**src/rqs_pkg.sv**
```systemverilog
// ----------------------------------------------------------------------------
// rqs_pkg: run queue shared definitions
// types, codes and defaults used by the run queue cells and top level
// ----------------------------------------------------------------------------
package rqs_pkg;

    localparam int QUEUE_DEPTH = 16;
    localparam int AGE_W       = 32;
    localparam int TAG_W       = 8;
    localparam int CMD_W       = 2;
    localparam int STATUS_W    = 2;
    localparam int OUT_CNT_W   = 5;

    typedef enum logic [CMD_W-1:0] {
        CMD_ENQUEUE = 2'd0,
        CMD_DEQUEUE = 2'd1,
        CMD_STEAL   = 2'd2
    } t_cmd;

    typedef enum logic [STATUS_W-1:0] {
        ST_DONE = 2'd0,
        ST_MISS = 2'd1,
        ST_FULL = 2'd2
    } t_status;

    // one stored task entry
    typedef struct packed {
        logic [TAG_W-1:0] tag;
        logic             runnable;
        logic             pinned;
        logic             in_exec;
        logic [AGE_W-1:0] age;
    } t_entry;

    // broadcast control from the sequencer to every cell
    typedef struct packed {
        logic             capture;
        logic             remove;
        logic             steal;
        logic             nonexec;
        logic [AGE_W-1:0] victim_age;
    } t_cell_ctl;

    typedef struct packed {
        logic [CMD_W-1:0] command;
        logic [TAG_W-1:0] task_tag;
        logic             is_runnable;
        logic             is_pinned;
        logic             is_in_exec;
        logic [AGE_W-1:0] age_cycles;
        logic             allow_nonexec;
    } t_in_item;

    typedef struct packed {
        logic [STATUS_W-1:0]  status;
        logic [TAG_W-1:0]     removed_tag;
        logic [AGE_W-1:0]     removed_age;
        logic [OUT_CNT_W-1:0] stealable_count;
        logic [OUT_CNT_W-1:0] occupancy;
    } t_out_item;

endpackage

```
**src/rqs_stream_if.sv**
```systemverilog
// ----------------------------------------------------------------------------
// rqs_stream_if: valid/ready stream channel
// carries one payload per transfer, source drives valid and payload
// ----------------------------------------------------------------------------
interface rqs_stream_if #(
    parameter type T_PAYLOAD = logic
);
    logic     valid;
    logic     ready;
    T_PAYLOAD payload;

    modport source (output valid, output payload, input ready);
    modport sink   (input valid, input payload, output ready);
endinterface

```
**src/rqs_cell.sv**
```systemverilog
// ----------------------------------------------------------------------------
// rqs_cell: one run queue slot
// holds an entry, judges it for steal and takes its neighbor's entry on removal
// ----------------------------------------------------------------------------
module rqs_cell (
    input  logic              i_clk,
    input  rqs_pkg::t_cell_ctl i_ctl,
    input  logic              i_occupied,
    input  logic              i_head,
    input  logic              i_write,
    input  rqs_pkg::t_entry   i_new,
    input  rqs_pkg::t_entry   i_next,
    input  logic              i_found,
    output logic              o_found,
    output logic              o_take,
    output logic              o_any,
    output rqs_pkg::t_entry   o_entry
);

    rqs_pkg::t_entry r_entry;
    rqs_pkg::t_entry n_entry;
    logic            r_age_ok;
    logic            w_hit;
    logic            w_sel;

    // age test is taken when the request is accepted
    always_ff @(posedge i_clk) begin
        if (i_ctl.capture) begin
            r_age_ok <= (r_entry.age != '0) && (r_entry.age > i_ctl.victim_age);
        end
        r_entry <= n_entry;
    end

    assign o_any   = i_occupied & r_entry.runnable & ~r_entry.pinned & r_age_ok;
    assign w_hit   = o_any & (r_entry.in_exec | i_ctl.nonexec);
    assign w_sel   = i_ctl.steal ? w_hit : (i_head & i_occupied);
    assign o_take  = w_sel & ~i_found;
    assign o_found = i_found | w_sel;
    assign o_entry = r_entry;

    always_comb begin
        priority if (i_write) begin
            n_entry = i_new;
        end else if (i_ctl.remove && o_found) begin
            n_entry = i_next;
        end else begin
            n_entry = r_entry;
        end
    end

endmodule

```
**src/run_queue_with_steal_top.sv**
```systemverilog
// ----------------------------------------------------------------------------
// run_queue_with_steal_top: fifo run queue with work stealing
// a row of slot cells in arrival order; enqueue, dequeue and steal of the
// first eligible entry, with the gap closed by a one-place shift
// ----------------------------------------------------------------------------
//  channel    dir  handshake           content
//  i_cmd      in   valid/ready         command, task attributes, allow_nonexec
//  o_rsp      out  valid/ready         status, removed tag/age, counts
//  i_cfg_*    in   write enable only   victim_age
//
//  the accept cycle latches a request and lets every cell take its age
//  test; in S_EXEC the find chain runs across the cells and the shift
//  commits; the next request is taken once the block is back in S_IDLE.
//  reset clears the counts, victim_age and the response valid flag and
//  holds i_cmd not ready; slot contents are left as they are and are only
//  read below the fill count.
//  a stalled response holds the commit cycle until the register frees up.
// ----------------------------------------------------------------------------
module run_queue_with_steal_top #(
    parameter int QUEUE_DEPTH = rqs_pkg::QUEUE_DEPTH
) (
    input  logic                     i_clk,
    input  logic                     i_rst_n,
    rqs_stream_if.sink               i_cmd,
    rqs_stream_if.source             o_rsp,
    input  logic                     i_cfg_we,
    input  logic [rqs_pkg::AGE_W-1:0] i_cfg_data
);

    localparam int CNT_W = $clog2(QUEUE_DEPTH + 1);

    // sequencer states
    typedef enum logic [1:0] {
        S_IDLE = 2'b01,
        S_EXEC = 2'b10
    } t_state;

    t_state                    r_state;
    t_state                    n_state;
    logic [rqs_pkg::AGE_W-1:0] r_victim_age;
    logic [CNT_W-1:0]          r_count;
    logic [CNT_W-1:0]          n_count;
    logic [CNT_W-1:0]          r_steal_total;
    logic [CNT_W-1:0]          n_steal_total;

    // latched request
    rqs_pkg::t_cmd             r_cmd;
    rqs_pkg::t_entry           r_new_entry;
    logic                      r_nonexec;

    // response register
    logic                      r_out_valid;
    rqs_pkg::t_out_item        r_out;
    rqs_pkg::t_out_item        n_out;

    // cell row wiring
    rqs_pkg::t_cell_ctl        w_ctl;
    rqs_pkg::t_entry           w_entry [QUEUE_DEPTH];
    logic [QUEUE_DEPTH:0]      w_found;
    logic [QUEUE_DEPTH-1:0]    w_take;
    logic [QUEUE_DEPTH-1:0]    w_any;
    rqs_pkg::t_entry           w_rm_entry;
    logic                      w_rm_any;

    logic w_accept;
    logic w_finish;
    logic w_enq_ok;
    logic w_remove_ok;
    logic w_new_elig;

    // no transfer is taken while reset is held
    assign i_cmd.ready   = i_rst_n && (r_state == S_IDLE);
    assign w_accept      = i_cmd.valid && i_cmd.ready;
    assign o_rsp.valid   = r_out_valid;
    assign o_rsp.payload = r_out;

    // commit once the response register can take the result
    assign w_finish = (r_state == S_EXEC) && (!r_out_valid || o_rsp.ready);

    assign w_ctl.capture    = w_accept;
    assign w_ctl.remove     = w_finish && w_remove_ok;
    assign w_ctl.steal      = (r_cmd == rqs_pkg::CMD_STEAL);
    assign w_ctl.nonexec    = r_nonexec;
    assign w_ctl.victim_age = r_victim_age;

    // find chain: the first selected cell starts the shift for itself and all
    // cells behind it
    assign w_found[0] = 1'b0;

    for (genvar g = 0; g < QUEUE_DEPTH; g++) begin : g_cell
        rqs_pkg::t_entry w_next;

        if (g == QUEUE_DEPTH - 1) begin : g_last
            assign w_next = r_new_entry;
        end else begin : g_mid
            assign w_next = w_entry[g+1];
        end

        rqs_cell u_cell (
            .i_clk      (i_clk),
            .i_ctl      (w_ctl),
            .i_occupied (CNT_W'(g) < r_count),
            .i_head     (g == 0),
            .i_write    (w_finish && w_enq_ok && (r_count == CNT_W'(g))),
            .i_new      (r_new_entry),
            .i_next     (w_next),
            .i_found    (w_found[g]),
            .o_found    (w_found[g+1]),
            .o_take     (w_take[g]),
            .o_any      (w_any[g]),
            .o_entry    (w_entry[g])
        );
    end

    // one-hot pick of the removed entry
    always_comb begin
        w_rm_entry = '0;
        w_rm_any   = 1'b0;
        for (int k = 0; k < QUEUE_DEPTH; k++) begin
            if (w_take[k]) begin
                w_rm_entry = w_rm_entry | w_entry[k];
            end
            w_rm_any = w_rm_any | (w_take[k] & w_any[k]);
        end
    end

    assign w_new_elig = r_new_entry.runnable && !r_new_entry.pinned &&
                        (r_new_entry.age != '0) && (r_new_entry.age > r_victim_age);

    // result and count update for the current request
    always_comb begin
        n_count       = r_count;
        n_steal_total = r_steal_total;
        w_enq_ok      = 1'b0;
        w_remove_ok   = 1'b0;
        n_out         = '0;
        n_out.status  = rqs_pkg::ST_MISS;
        unique case (r_cmd)
            rqs_pkg::CMD_ENQUEUE: begin
                if (r_count >= CNT_W'(QUEUE_DEPTH)) begin
                    n_out.status = rqs_pkg::ST_FULL;
                end else begin
                    w_enq_ok     = 1'b1;
                    n_count      = r_count + 1'b1;
                    n_out.status = rqs_pkg::ST_DONE;
                    if (w_new_elig && (r_steal_total < CNT_W'(QUEUE_DEPTH))) begin
                        n_steal_total = r_steal_total + 1'b1;
                    end
                end
            end
            rqs_pkg::CMD_DEQUEUE: begin
                if (r_count != '0) begin
                    w_remove_ok = 1'b1;
                    n_count     = r_count - 1'b1;
                    if (w_rm_any && (r_steal_total != '0)) begin
                        n_steal_total = r_steal_total - 1'b1;
                    end
                end
            end
            rqs_pkg::CMD_STEAL: begin
                // empty count misses without a scan
                if ((r_steal_total != '0) && w_found[QUEUE_DEPTH]) begin
                    w_remove_ok   = 1'b1;
                    n_count       = r_count - 1'b1;
                    n_steal_total = r_steal_total - 1'b1;
                end
            end
            default: begin
            end
        endcase
        if (w_remove_ok) begin
            n_out.status      = rqs_pkg::ST_DONE;
            n_out.removed_tag = w_rm_entry.tag;
            n_out.removed_age = w_rm_entry.age;
        end
        n_out.stealable_count = rqs_pkg::OUT_CNT_W'(n_steal_total);
        n_out.occupancy       = rqs_pkg::OUT_CNT_W'(n_count);
    end

    always_comb begin
        n_state = r_state;
        unique case (r_state)
            S_IDLE: begin
                if (w_accept) begin
                    n_state = S_EXEC;
                end
            end
            S_EXEC: begin
                if (w_finish) begin
                    n_state = S_IDLE;
                end
            end
            default: n_state = S_IDLE;
        endcase
    end

    // control state
    always_ff @(posedge i_clk) begin
        if (!i_rst_n) begin
            r_state       <= S_IDLE;
            r_count       <= '0;
            r_steal_total <= '0;
            r_victim_age  <= '0;
            r_out_valid   <= 1'b0;
        end else begin
            r_state <= n_state;
            if (i_cfg_we) begin
                r_victim_age <= i_cfg_data;
            end
            if (w_finish) begin
                r_count       <= n_count;
                r_steal_total <= n_steal_total;
                r_out_valid   <= 1'b1;
            end else if (o_rsp.ready) begin
                r_out_valid <= 1'b0;
            end
        end
    end

    // payload registers
    always_ff @(posedge i_clk) begin
        if (w_accept) begin
            r_cmd                <= rqs_pkg::t_cmd'(i_cmd.payload.command);
            r_new_entry.tag      <= i_cmd.payload.task_tag;
            r_new_entry.runnable <= i_cmd.payload.is_runnable;
            r_new_entry.pinned   <= i_cmd.payload.is_pinned;
            r_new_entry.in_exec  <= i_cmd.payload.is_in_exec;
            r_new_entry.age      <= i_cmd.payload.age_cycles;
            r_nonexec            <= i_cmd.payload.allow_nonexec;
        end
        if (w_finish) begin
            r_out <= n_out;
        end
    end

endmodule

```
**src/flat_wrapper.sv**
```systemverilog
// flat-port wrapper written by rule: the top's interface ports become plain ports
module run_queue_with_steal_top_flat 
#(
    parameter int QUEUE_DEPTH = rqs_pkg::QUEUE_DEPTH
)
  (i_clk, i_rst_n, i_cfg_we, i_cfg_data, i_cmd_valid, i_cmd_payload, i_cmd_ready, o_rsp_valid, o_rsp_payload, o_rsp_ready);
  rqs_stream_if #(.T_PAYLOAD(rqs_pkg::t_in_item)) i_cmd_i ();
  rqs_stream_if #(.T_PAYLOAD(rqs_pkg::t_out_item)) o_rsp_i ();
  input  logic i_clk;
  input  logic i_rst_n;
  input  logic i_cfg_we;
  input  logic [rqs_pkg::AGE_W-1:0] i_cfg_data;
  input wire logic [$bits(i_cmd_i.valid)-1:0] i_cmd_valid;
  input wire logic [$bits(i_cmd_i.payload)-1:0] i_cmd_payload;
  output wire logic [$bits(i_cmd_i.ready)-1:0] i_cmd_ready;
  output wire logic [$bits(o_rsp_i.valid)-1:0] o_rsp_valid;
  output wire logic [$bits(o_rsp_i.payload)-1:0] o_rsp_payload;
  input wire logic [$bits(o_rsp_i.ready)-1:0] o_rsp_ready;
  assign i_cmd_i.valid = i_cmd_valid;
  assign i_cmd_i.payload = i_cmd_payload;
  assign i_cmd_ready = i_cmd_i.ready;
  assign o_rsp_valid = o_rsp_i.valid;
  assign o_rsp_payload = o_rsp_i.payload;
  assign o_rsp_i.ready = o_rsp_ready;
  run_queue_with_steal_top #(.QUEUE_DEPTH(QUEUE_DEPTH)) u_core (.i_clk(i_clk), .i_rst_n(i_rst_n), .i_cmd(i_cmd_i), .o_rsp(o_rsp_i), .i_cfg_we(i_cfg_we), .i_cfg_data(i_cfg_data));
endmodule
```
**config.mk**
```make
export PLATFORM = sky130hd
export DESIGN_NAME = run_queue_with_steal_top_flat
export DESIGN_NICKNAME = d
export VERILOG_FILES = /design/src/rqs_pkg.sv /design/src/rqs_stream_if.sv /design/src/rqs_cell.sv /design/src/run_queue_with_steal_top.sv /design/src/flat_wrapper.sv
export SDC_FILE = /design/constraint.sdc
export NUM_CORES = 2
export LEC_CHECK = 0
export ABC_AREA = 1
export BUFFER_PORTS_ARGS = -buffer_cell sky130_fd_sc_hd__buf_2
export CAP_MARGIN = 20
export CORE_MARGIN = 3
export CORE_UTILIZATION = 40
export CTS_CLUSTER_SIZE = 40
export DETAILED_ROUTE_END_ITERATION = 16
export HOLD_SLACK_MARGIN = 0.03
export PLACE_DENSITY_LB_ADDON = 0.08
export SETUP_SLACK_MARGIN = 0.05
export SLEW_MARGIN = 20
export SYNTH_ARGS = -nofsm -noshare
export SYNTH_HDL_FRONTEND = slang
export SYNTH_SLANG_ARGS = --single-unit
```
**constraint.sdc**
```tcl
create_clock -name i_clk -period 4.9 [get_ports i_clk]
set_input_delay 0.49 -clock i_clk [delete_from_list [all_inputs] [get_ports i_clk]]
set_output_delay 0.49 -clock i_clk [all_outputs]
set_load 0.1 [all_outputs]
```
### After elaboration in Yosys (flattened, before gate mapping)

Index checks and enable logic that the tools add are counted.

| operators by class | value |
|---|---|
| add/sub/neg operators | 4 |
| multiply operators | 0 |
| div/mod/pow operators | 0 |
| magnitude comparators | 35 |
| equality and inequality tests | 21 |
| shift operators | 0 |
| multiplexer cells | 86 |
| bitwise operators | 188 |
| reductions and logical operators | 102 |

Operators with widths:

| kind | number |
|---|---|
| 2-to-1 mux 43 bit | 48 |
| OR 43 bit | 15 |
| > comparator 32 bit | 17 |
| nonzero test 32 bit | 17 |
| AND 1 bit | 95 |
| logical AND 1 bit | 59 |
| OR 1 bit | 46 |
| == test 5 x 4 -> 1 bit, second input constant | 8 |
| less-than comparator 4 x 5 -> 1 bit, first input constant | 8 |
| 2-to-1 mux 5 bit | 8 |
| nonzero test 2 bit | 17 |
| inverter 1 bit | 32 |
| case mux 5 bit (3 select lines) | 2 |
| 2-to-1 mux 1 bit | 23 |
| == test 5 x 3 -> 1 bit, second input constant | 4 |
| less-than comparator 3 x 5 -> 1 bit, first input constant | 4 |
| adder 5 x 1 -> 5 bit, second input constant | 2 |
| == test 5 x 2 -> 1 bit, second input constant | 2 |
| less-than comparator 1 x 5 -> 1 bit, first input constant | 2 |
| less-than comparator 2 x 5 -> 1 bit, first input constant | 2 |
| nonzero test 5 bit | 2 |
| subtractor 5 x 1 -> 5 bit, second input constant | 2 |
| 2-to-1 mux 2 bit | 3 |
| == test 5 x 1 -> 1 bit, second input constant | 1 |
| other kinds (13) | 17 |

| word-level totals | value |
|---|---|
| register bits after elaboration | 847 |
| latch bits | 0 |
| memory bits (writable) | 0 |
| ROM bits | 0 |
| output and inout port bits | 54 |
| logic and storage cells | 550 |
| memories | 0 |

### Logic depth before layout (Yosys ltp)

| depth | value |
|---|---|
| depth after elaboration | 37 |
| mapped depth | 26 |
| depth with buffers taken out | 26 |

### Cells and area by module

A second synthesis with hierarchy kept.

| second synthesis, totals | value |
|---|---|
| cell total of the unflattened synthesis | 7006 |
| area total of the unflattened synthesis | 56790.7 sq um |

Modules (own cells, without submodules):

| module | instances | cells an instance | area each (sq um) |
|---|---|---|---|
| rqs_cell | 16 | 364 | 2906.5 |
| run_queue_with_steal_top | 1 | 1182 | 10286.1 |

### Worst setup path after synthesis

No wires, ideal clock.

| path | value |
|---|---|
| kind | register to register |
| start point | register u_core.r_cmd[0] |
| end point | register u_core.g_cell[8].u_cell.r_entry (netlist bit u_core.g_cell[8].u_cell.o_entry[0]) (enable) |
| setup time | 0.449 ns |
| arrival time | 4.592 ns |
| data required time | 4.451 ns |
| slack | -0.141 ns |
| stages on the path, launching flop included | 20 |
| buffers on the path | 1 |
| cell sequence | edfxtp_1 > inv_1 > ha_1 > buf_2 > nand4_1 > nor3_1 > inv_1 > nand4_1 > nor2_2 > nand4_2 > nor2_4 > nand4_2 > nand2_2 > nor2_1 > inv_2 > nand2_2 > nand2_2 > nor2_4 > inv_4 > o21ai_1 |

| on the way | value |
|---|---|
| word-level cells in the longest chain between the ends | 23 |
| elaborated cells on any way between the ends | 43 |
| those cells by class | 2 x eq/ne; 19 x mux; 15 x bitwise; 7 x reduce/logical |

Ends and longest elaborated chain:

| what | line | source |
|---|---|---|
| start, declared | run_queue_with_steal_top.sv:47 | `rqs_pkg::t_cmd r_cmd;` |
| start signal, assigned | run_queue_with_steal_top.sv:223 | `r_cmd <= rqs_pkg::t_cmd'(i_cmd.payload.command);` |
| == test 2 bit | run_queue_with_steal_top.sv:82, run_queue_with_steal_top.sv:138 |  |
| 2-to-1 mux 1 bit | rqs_cell.sv:36 | `assign w_sel = i_ctl.steal ? w_hit : (i_head & i_occupied);` |
| OR 1 bit (15 in a row) | rqs_cell.sv:38 | `assign o_found = i_found \| w_sel;` |
| logical AND 1 bit | run_queue_with_steal_top.sv:162 | `if ((r_steal_total != '0) && w_found[QUEUE_DEPTH]) begin` |
| 2-to-1 mux 1 bit | run_queue_with_steal_top.sv:162 |  |
| case mux 1 bit (2 select lines) | run_queue_with_steal_top.sv:138 | `unique case (r_cmd)` |
| logical AND 1 bit | run_queue_with_steal_top.sv:81 | `assign w_ctl.remove = w_finish && w_remove_ok;` |
| logical AND 1 bit | rqs_cell.sv:44 | `end else if (i_ctl.remove && o_found) begin` |
| nonzero test 2 bit (no line) * | - |  |
| end signal, assigned | rqs_cell.sv:31 | `r_entry <= n_entry;` |
| end, declared | rqs_cell.sv:20 | `rqs_pkg::t_entry r_entry;` |

Mark *: on every way between the ends. The rest lies on a longest branch, timed or not.
A chain may end at the register's enable or synchronous reset.

### Final worst setup path

| path | value |
|---|---|
| start point | register u_core.r_cmd[0] |
| end point | register u_core.r_out (netlist bit u_core.o_rsp.payload[13]) (data pin) |

| on the way | value |
|---|---|
| word-level cells in the longest chain between the ends | 33 |
| elaborated cells on any way between the ends | 97 |
| those cells by class | 2 x eq/ne; 34 x mux; 60 x bitwise; 1 x reduce/logical |

Ends and longest elaborated chain:

| what | line | source |
|---|---|---|
| == test 2 bit | run_queue_with_steal_top.sv:82, run_queue_with_steal_top.sv:138 |  |
| 2-to-1 mux 1 bit | rqs_cell.sv:36 |  |
| 2-to-1 mux 43 bit or inverter 1 bit (tied branches) | run_queue_with_steal_top.sv:120, rqs_cell.sv:37 |  |
| OR 43 bit or AND 1 bit (tied branches) | run_queue_with_steal_top.sv:121, rqs_cell.sv:37 |  |
| 2-to-1 mux 43 bit | run_queue_with_steal_top.sv:120 | `if (w_take[k]) begin` |
| OR 43 bit | run_queue_with_steal_top.sv:121 | `w_rm_entry = w_rm_entry \| w_entry[k];` |
| 2-to-1 mux 43 bit | run_queue_with_steal_top.sv:120 |  |
| OR 43 bit | run_queue_with_steal_top.sv:121 |  |
| (+17 left out) | - |  |
| OR 43 bit | run_queue_with_steal_top.sv:121 |  |
| 2-to-1 mux 43 bit | run_queue_with_steal_top.sv:120 |  |
| OR 43 bit | run_queue_with_steal_top.sv:121 |  |
| 2-to-1 mux 43 bit | run_queue_with_steal_top.sv:120 |  |
| OR 43 bit | run_queue_with_steal_top.sv:121 |  |
| 2-to-1 mux 43 bit | run_queue_with_steal_top.sv:120 |  |
| OR 43 bit | run_queue_with_steal_top.sv:121 |  |
| 2-to-1 mux 43 bit | run_queue_with_steal_top.sv:120 |  |
| end signal, assigned | run_queue_with_steal_top.sv:232 | `r_out <= n_out;` |
| end, declared | run_queue_with_steal_top.sv:53 | `rqs_pkg::t_out_item r_out;` |

Several ways; a longest one is shown, not always the timed one.

==> impl_metrics.tcl <==
set metrics [dict create \
    start_util 0.406 \
    clockBufferDepth 3 \
    yosysMostFrequentCell "nand2_1" \
    die_x_um 365 \
    clkTransAtPathRegs_ns 0.06 \
    fillers 12200 \
    drtIter0Drc 6087 \
    cpLargestDelayFamily "compound AO/OA/AOI/OAI gates" \
    cts_made_buffers 100 \
    syn-cell-area_um2 51400 \
    final_nets 6335 \
    postRouteAntennaNets 0 \
    ys_top_cells_by_count "nand2_1, edfxtp_1, o21ai_0" \
    grt_max_degree 88 \
    drive_above_1_share 0.0911 \
    hold-worst-slack_ns 0.0707 \
    ys_top_cells_by_area "edfxtp_1, ha_1, nand2_1" \
    worst_setup_path_end_kind "flip-flop" \
    coreArea_um2 127000 \
    grt_pass1_vias 42500 \
    numClockSinks 847 \
    crit_fanout 17 \
    internal_power_w 0.0125 \
    tightestPinTransition_ns 1.16 \
    irDropWorstVdd_v 0.000290 \
    via_per_inst 6.18 \
    ys_ff_latch 847 \
    io_buffers 136 \
    multi_input_comb_area_um2 24300 \
    cp.arrival_ns 5.19 \
    cap_violations 0 \
    antenna_found_initial 8 \
    static-leakage-power_nw 22.9 \
    grt_remaining_overflow 0 \
    area_growth_pct 13.9 \
    synth.avg_cell_area_um2 9.32 \
    setup_tns_ns 0 \
    cp_cell_sequence "inv_1 -> ha_1 -> nand2_1 -> nand2_4 -> buf_4 -> inv_1 -> buf_4 -> a22oi_1 -> o2111ai_1 -> a21oi_1 -> nand3_1 -> a21oi_1 -> nand4_1 -> a21oi_1 -> a41oi_1" \
    seq_area_frac_synth 0.486 \
    io_pins 137 \
    status "complete, no violations" \
    die_area_um2 133000 \
    place_ws_ns 0.295 \
    grt.total_usage 0.335 \
    critPathBufInv 4 \
    hpwl_um 164000 \
    ctsHtreeMaxLevel 3 \
    row_count 130 \
    start_kind "flip-flop" \
    synth_warnings 0 \
    place.gp.congestion 0.956 \
    r2r_slack_ns 0.13 \
    drc 0 \
    p_seq_frac 0.470 \
    critPathMaxStageDelay_ns 0.47 \
    hold_path.class "in2reg" \
    worst-setup-path-type "reg2reg" \
    synth_nets 6155 \
    register_area_um2 25000 \
    syn_inst 5516 \
    synth_top_area_cell "edfxtp_1" \
    setup_ws_ns 0.135 \
    max_clock_freq_ghz 0.210 \
    cts_tree "built" \
    worstPathRequired_ns 5.33 \
    setup_violations 0 \
    period_needed_ns 4.77 \
    slew_viol_final 0 \
    grt_first_pass_wirelength_um 317000 \
    drt-total-wl_um 227000 \
    first_pass_iters 6 \
    finalCritPeriodShare 0.973 \
    p_clk_frac 0.447 \
    synth_edf_count 802 \
    hold_viol 0 \
    switching_share 0.256 \
    async_flop_share 0 \
    cts_setup_buffers 0 \
    fp.dieH_um 365 \
    crit_path_top_delay_cell "ha_1" \
    p_per_area_nw_per_um2 288 \
    vias 46000 \
    ys.flop_type "edfxtp_1" \
    power_w 0.0169 \
    slew_headroom 0.217 \
    switchingPower_w 0.00432 \
    synth_top_area_share 0.468 \
    wl_per_cell_um 30.6 \
    clock_latency_ns 0.73 \
    fin_worst_skew_ns 0.0348 \
    critPathMostFrequentCell "a21oi_1" \
    synth_cell_types 61 \
    rsz0062_at_grt "false" \
    comb_power_share 0.083 \
    root_buffer "clkbuf_16" \
]
what timing repair did:
action                                  in CTS  in global routing
hold buffers                                58                  0
endpoints found under the setup margin       0                 96
resized for setup                            0                  3
endpoints found under the hold margin       57                  0
worst reg2reg max path, stage by stage (launching register included):
cell and delay, ns:
edfxtp_1 0.42, inv_1 0.13, ha_1 0.47, nand2_1 0.20, nand2_4 0.12, buf_4 0.34, inv_1 0.47, buf_4 0.33
a22oi_1 0.30, o2111ai_1 0.27, a21oi_1 0.30, nand3_1 0.15, a21oi_1 0.29, nand4_1 0.22, a21oi_1 0.32, a41oi_1 0.16
area by class of cell:
cell class | count | area share
Clock buffer | 121 | 0.0452
Sequential cell | 847 | 0.427
Clock inverter | 67 | 0.00936
Tap cell | 1650 | 0.0353
Antenna cell | 6 | 0.000256
Inverter | 359 | 0.0231
Timing Repair Buffer | 355 | 0.0454
Multi-Input combinational cell | 4033 | 0.415
flip-flops by register name, indices dropped and copies added, names as in the netlist:
register,cells
u_core.r_victim_age,32
u_core.g_cell.u_cell.r_age_ok,16
u_core.r_cmd,2
u_core.r_state,2
u_core.g_cell.w_next,43
u_core.r_nonexec,1
u_core.g_cell.u_cell.o_entry,688
u_core.r_count,5
u_core.o_rsp.valid,1
u_core.o_rsp.payload,52
u_core.r_steal_total,5
power by group through the flow:
stage          Clock [W]  Sequential (W)  Combinational [W]
2_1_floorplan          0         0.00805           0.000708
3_3_place_gp           0         0.00808            0.00129
3_5_place_dp           0         0.00808            0.00132
4_1_cts          0.00761         0.00793            0.00136
5_1_grt          0.00788         0.00792            0.00151
6_report         0.00753         0.00793            0.00140
kinds of logic after synthesis:
group           after synthesis  synth area share
flops                       847             0.486
xor+xnor                      6           0.00102
simple gates               2024             0.175
buf+inv                     636            0.0474
compound gates             1447             0.156
fa+ha+maj                   556             0.135
layer usage:
layer	track usage	share of wire	vias up	routed length, µm
met5	0.00545	0.00042	-	96
met2	0.517	0.44	2468	99500
li1	-	-	20600	-
met4	0.162	0.057	4	13000
met3	0.0692	0.096	476	21800
met1	0.449	0.41	22400	93100
path summary, 6_finish.rpt:
| kind | startpoint | end | cells after the start |
|---|---|---|---|
| worst max-delay path | u_core.r_cmd[0] | u_core.o_rsp.payload[13] | 15 |
| worst min register to register | u_core.g_cell[15].w_next[34] | u_core.g_cell[15].u_cell.o_entry[34] | 0 |
| worst min-delay path | i_cfg_data[17] | u_core.r_victim_age[17] | 3 |
| worst max register to register | u_core.r_cmd[0] | u_core.o_rsp.payload[13] | 15 |
stage by stage:
stage,area (µm²),cells,utilization
2_1_floorplan,51400,5516,-
3_3_place_gp,54700,7185,0.432
3_5_place_dp,54800,7186,0.432
4_1_cts,58500,7432,0.462
5_1_grt,58600,7432,0.462
6_report,58600,7438,0.462
layout by cell type (no fill, tap or decap), drive strengths merged, types with 20 or more instances in the layout:
master	n
nor2	174
clkbuf	121
dlygate4sd3	58
nor4	148
nand2	1262
edfxtp	802
o211ai	47
dfxtp	45
clkinv	57
o221ai	20
inv	357
a21oi	409
ha	556
o2111ai	46
nor3	37
a41oi	30
nand4	155
nand3	221
a211oi	35
o21ai	778
buf	297
No activity file was read; power rests on OpenSTA's default activity.
